$ cat src/hdl/cstp_pkg.sv
package cstp_pkg;

   localparam int FUNC_COUNT  = 256;
   localparam int FUNC_BITS   = 8;
   localparam int STACK_DEPTH = 64;
   localparam int STACK_BITS  = 6;
   localparam int DEPTH_BITS  = 7;
   localparam int TIME_BITS   = 48;
   localparam int COUNT_BITS  = 32;
   localparam int SKIP_BITS   = 16;

   typedef enum logic [2:0] {
      OP_ENTER = 3'd0,
      OP_LEAVE = 3'd1,
      OP_READ  = 3'd2,
      OP_CLEAR = 3'd3,
      OP_START = 3'd4,
      OP_STOP  = 3'd5
   } op_type;

   typedef struct packed {
      logic [2:0]           operation;
      logic [FUNC_BITS-1:0] func_index;
      logic [TIME_BITS-1:0] timestamp;
   } req_type;

   typedef struct packed {
      logic [TIME_BITS-1:0]  entry_all_time;
      logic [TIME_BITS-1:0]  entry_self_time;
      logic [COUNT_BITS-1:0] entry_call_count;
      logic [DEPTH_BITS-1:0] depth_now;
      logic                  slow_call;
      logic                  running;
      logic                  stack_overflowed;
   } rsp_type;

   // Commands from the controller to the datapath.
   typedef struct packed {
      logic load;       // capture the request, start memory reads
      logic exec;       // apply the operation with read data in hand
      logic clr_step;   // clear one table row
      logic clr_start;  // reset the clear address
   } cmd_type;

   // Status from the datapath to the controller.
   typedef struct packed {
      logic need_clear;
      logic clr_last;
   } sts_type;

   function automatic logic [TIME_BITS-1:0] sat_add(input logic [TIME_BITS-1:0] a,
                                                     input logic [TIME_BITS-1:0] b);
      logic [TIME_BITS:0] s;
      s = {1'b0, a} + {1'b0, b};
      return s[TIME_BITS] ? '1 : s[TIME_BITS-1:0];
   endfunction

endpackage

$ cat src/hdl/cstp_ctrl.sv
module cstp_ctrl
   import cstp_pkg::*;
(
   input  logic    clock,
   input  logic    reset,
   input  logic    start,
   input  sts_type sts,
   output cmd_type cmd,
   output logic    busy,
   output logic    rsp_valid
);

   typedef enum logic [1:0] {S_INIT, S_IDLE, S_EXEC, S_CLEAR} state_type;

   state_type state_ff, state_in;
   logic      busy_ff, busy_in;
   logic      valid_ff, valid_in;

   // Next state and commands.
   always_comb begin
      state_in = state_ff;
      busy_in  = busy_ff;
      valid_in = 1'b0;
      cmd      = '0;
      case (state_ff)
         S_INIT: begin
            cmd.clr_step = 1'b1;
            if (sts.clr_last) begin
               state_in = S_IDLE;
               busy_in  = 1'b0;
            end
         end
         S_IDLE: begin
            if (start) begin
               cmd.load = 1'b1;
               state_in = S_EXEC;
               busy_in  = 1'b1;
            end
         end
         S_EXEC: begin
            cmd.exec      = 1'b1;
            cmd.clr_start = 1'b1;
            valid_in      = 1'b1;
            if (sts.need_clear) begin
               state_in = S_CLEAR;
            end else begin
               state_in = S_IDLE;
               busy_in  = 1'b0;
            end
         end
         S_CLEAR: begin
            cmd.clr_step = 1'b1;
            if (sts.clr_last) begin
               state_in = S_IDLE;
               busy_in  = 1'b0;
            end
         end
         default: begin
            state_in = S_IDLE;
            busy_in  = 1'b0;
         end
      endcase
   end

   // State and registered outputs.
   always_ff @(posedge clock) begin
      if (reset) begin
         state_ff <= S_INIT;
         busy_ff  <= 1'b1;
         valid_ff <= 1'b0;
      end else begin
         state_ff <= state_in;
         busy_ff  <= busy_in;
         valid_ff <= valid_in;
      end
   end

   assign busy      = busy_ff;
   assign rsp_valid = valid_ff;

endmodule

$ cat config.mk
export PLATFORM = sky130hd
export DESIGN_NAME = cstp_ctrl
export DESIGN_NICKNAME = d
export VERILOG_FILES = /design/src/hdl/cstp_pkg.sv /design/src/hdl/cstp_ctrl.sv
export SDC_FILE = /design/constraint.sdc
export NUM_CORES = 1
export LEC_CHECK = 0
export ABC_AREA = 1
export BUFFER_PORTS_ARGS = -buffer_cell sky130_fd_sc_hd__buf_2
export CORE_AREA = 5 5 42 44
export CTS_CLUSTER_DIAMETER = 120
export DETAILED_ROUTE_END_ITERATION = 10
export DIE_AREA = 0 0 47 49
export PLACE_DENSITY = 0.49
export SLEW_MARGIN = 40
export SYNTH_ARGS = -nofsm -noshare
export SYNTH_HDL_FRONTEND = slang
export SYNTH_SLANG_ARGS = --single-unit
$ cat constraint.sdc
create_clock -name clock -period 1.3 [get_ports clock]
set_clock_uncertainty 0.2 [all_clocks]
set_input_delay 0.13 -clock clock [delete_from_list [all_inputs] [get_ports clock]]
set_output_delay 0.13 -clock clock [all_outputs]
set_load 0.02 [all_outputs]
==> metrics <==
synthesized flop and latch total 4; Reg power frac 22.0%; layout cells sized above 1 54.0%; Slowest-stage cell, CP dfxtp_4; CTS buffer count 3; H-tree levels 1; Slew HR 93.2%; worst reg2reg path depth 6; WL/cell 8.38 microns; clk sink count 4; Synth cell types 10; row count 14; IO buf count 10; Sw Ratio 40.9%; Final nets 60; routability cong. 0.650; First DRT Iteration DRCs 9; first-pass GRT wire length 897 microns; DRT Pass-1 Iters 4; CTS tree done; CP required 0.97 ns; failing checks setup timing; Routed Antenna Nets 0; vias in the first global route 231; ys async rst share 0%; RSZ-0062 raised after global routing yes; initial core utilization 17.4%; Synth Instances 35; Final period util 104%; number of diodes 0; CP Launch Point state_ff[0]$_SDFFE_PP0P_; area delta synth->final 72.3%; mapped cell area 244 sq um; total grt overflow 0; Synth warnings 0; die height 49 microns; crit start category flip-flop; Final Hold Fails 0; number of flops mapped to enable cells by yosys 0; minimum clock period 1.35 ns; reg-to-reg startpoint state_ff[0]$_SDFFE_PP0P_; R2R Setup Slk 0 ns; FF-to-FF End busy$_SDFFE_PP1P_; IO Count 11; outcome finished, violations left; core area 1400 sq um; syn nets 43; largest net degree at the start of global routing 6; vias per inst 3.67; pre-CTS setup slack -0.00769 ns; switching power 407 uW; die width 47 microns; top-count cell post-synth inv_1; Final Util 30.0%; VDD IR-drop max 0.707 mV; crit-path cells inv_4 -> ha_4 -> buf_6; Setup-failing EPs final 2; maximum clock path buffer count 2; area leader, netlist dfxtp_1; largest cells by area after synthesis dfxtp_1 (33%), ha_1 (15%), inv_1 (12%); Logic pwr share 62.5%; hold wc startpoint sts[1]; WS Path Type flip-flop to output pin; final worst slack -0.0532 ns; Detailed Route WL 553 microns; hold worst-path end busy$_SDFFE_PP1P_; total number of vias 242; slowest stage delay, CP 0.37 ns; DRC 0; antenna violations before repair 0; sequential fraction of the synthesis area 32.8%; hold crit path type input pin to flip-flop; synth cell count leaders inv_1 (8), nand2_1 (7), dfxtp_1 (4), nor2_1 (4); Crit path arrival time 1.02 ns; Worst Max-Slew Pin Slew 0.102 ns; Pwr Density 2370 nW/um^2; filler cell count 160; Int Power 589 uW; Setup TNS Final -0.0838 ns; Yosys top cell area share 32.8%; ys flop type dfxtp_1; Total GRT Usage 5.43%; clock latency on the worst-skew pair 0.23 ns; Root Buffer clkbuf_4; hold slack 0.0773 ns; MaxCap Viol Count 0; fmax 739 MHz; Slew Viols, Final 0; CP Capture Type output pin; hold depth 5; Crit Path Max Fanout 4; P_leak 0.219 nW; Clock Power Share 15.5%; Syn Area/Cell 6.97 sq um; overall die area 2300 sq um; clk slew on worst S/H paths 0.04 ns; hpwl dp 435 microns
[logic make-up (layout without fill, tap and decap cells)]
kind of cell	after synthesis	after routing	synth area share (%)
buffers and inverters	10	25	18.5
and+or+nand+nor	17	17	31.3
adders and majority gates	3	3	15.4
DFF	4	4	32.8
AOI/OAI and AO/OA	1	1	2.05
[cells in the final DEF, fill, tap and decap left out, types with 2 or more instances in the layout]
| master | synthesis | layout |
|---|---|---|
| buf_2 | 0 | 6 |
| buf_4 | 2 | 3 |
| buf_6 | 0 | 4 |
| clkbuf_4 | 0 | 3 |
| dfxtp_1 | 4 | 2 |
| ha_4 | 0 | 2 |
| inv_1 | 8 | 6 |
| nand2_1 | 7 | 7 |
| nand2_2 | 3 | 3 |
| nor2_1 | 4 | 4 |
[worst max path at each step]
| stage | slack [ns] | end | depth (start not counted) |
|---|---|---|---|
| after floorplan | 0.03 | state_ff[1]$_SDFFE_PP0P_ | 7 |
| after global placement | -0.004 | busy$_SDFFE_PP1P_ | 6 |
| after detailed placement | -0.008 | state_ff[1]$_SDFFE_PP0P_ | 6 |
| after CTS | -0.07 | cmd[1] | 3 |
| after global routing | -0.1 | cmd[1] | 3 |
| final | -0.05 | cmd[1] | 3 |
[power groups by stage]
stage / clock network (mW) / registers (mW) / logic [mW]
4_1_cts: 0.162 / 0.217 / 0.603
5_1_grt: 0.175 / 0.228 / 0.687
6_report: 0.154 / 0.219 / 0.623
2_1_floorplan: 0 / 0.227 / 0.350
3_5_place_dp: 0 / 0.204 / 0.468
3_3_place_gp: 0 / 0.203 / 0.466
[what timing repair did]
item / 4_1_cts / 5_1_grt
gates resized for setup: 15 / 2
pin swaps: 3 / 0
endpoints found under the hold margin: 4 / 0
buffers inserted: 1 / 1
endpoints found under the setup margin: 6 / 7
hold buffers: 1 / 0
[routing by layer]
layer	routed length, microns	global-route usage, %	vias to the layer above
li1	-	-	133
met2	220	6.56	11
met5	0	0	-
met4	0	4.15	0
met3	39	2.21	0
met1	292	7.28	98
[worst max-delay path: cells and delay by family (launching register included)]
kind	cells	cell delay, ns
DFF	1	0.37
adders and majority gates	1	0.27
buffers and inverters	2	0.15
[registers in the layout, summed over array words and instances, names as in the netlist]
name / flops
busy: 1
rsp_valid: 1
state_ff: 2
[per-stage QoR]
stage | instance area, sq um | total power, mW | cells
detailed placement | 320 | 0.672 | 60
global route | 420 | 1.09 | 66
floorplan | 258 | 0.577 | 35
CTS | 407 | 0.982 | 65
global placement | 320 | 0.669 | 60
finish | 420 | 0.996 | 66
[area by class of cell]
cell class	instances	area, sq um	share of cell area (%)
Multi-Input combinational cell	21	153	36.3
Timing Repair Buffer	14	108	25.6
Sequential cell	4	85.1	20.2
Inverter	8	32.5	7.74
Clock buffer	3	22.5	5.36
Tap cell	16	20.0	4.76
No activity file was read; power rests on OpenSTA's default activity.
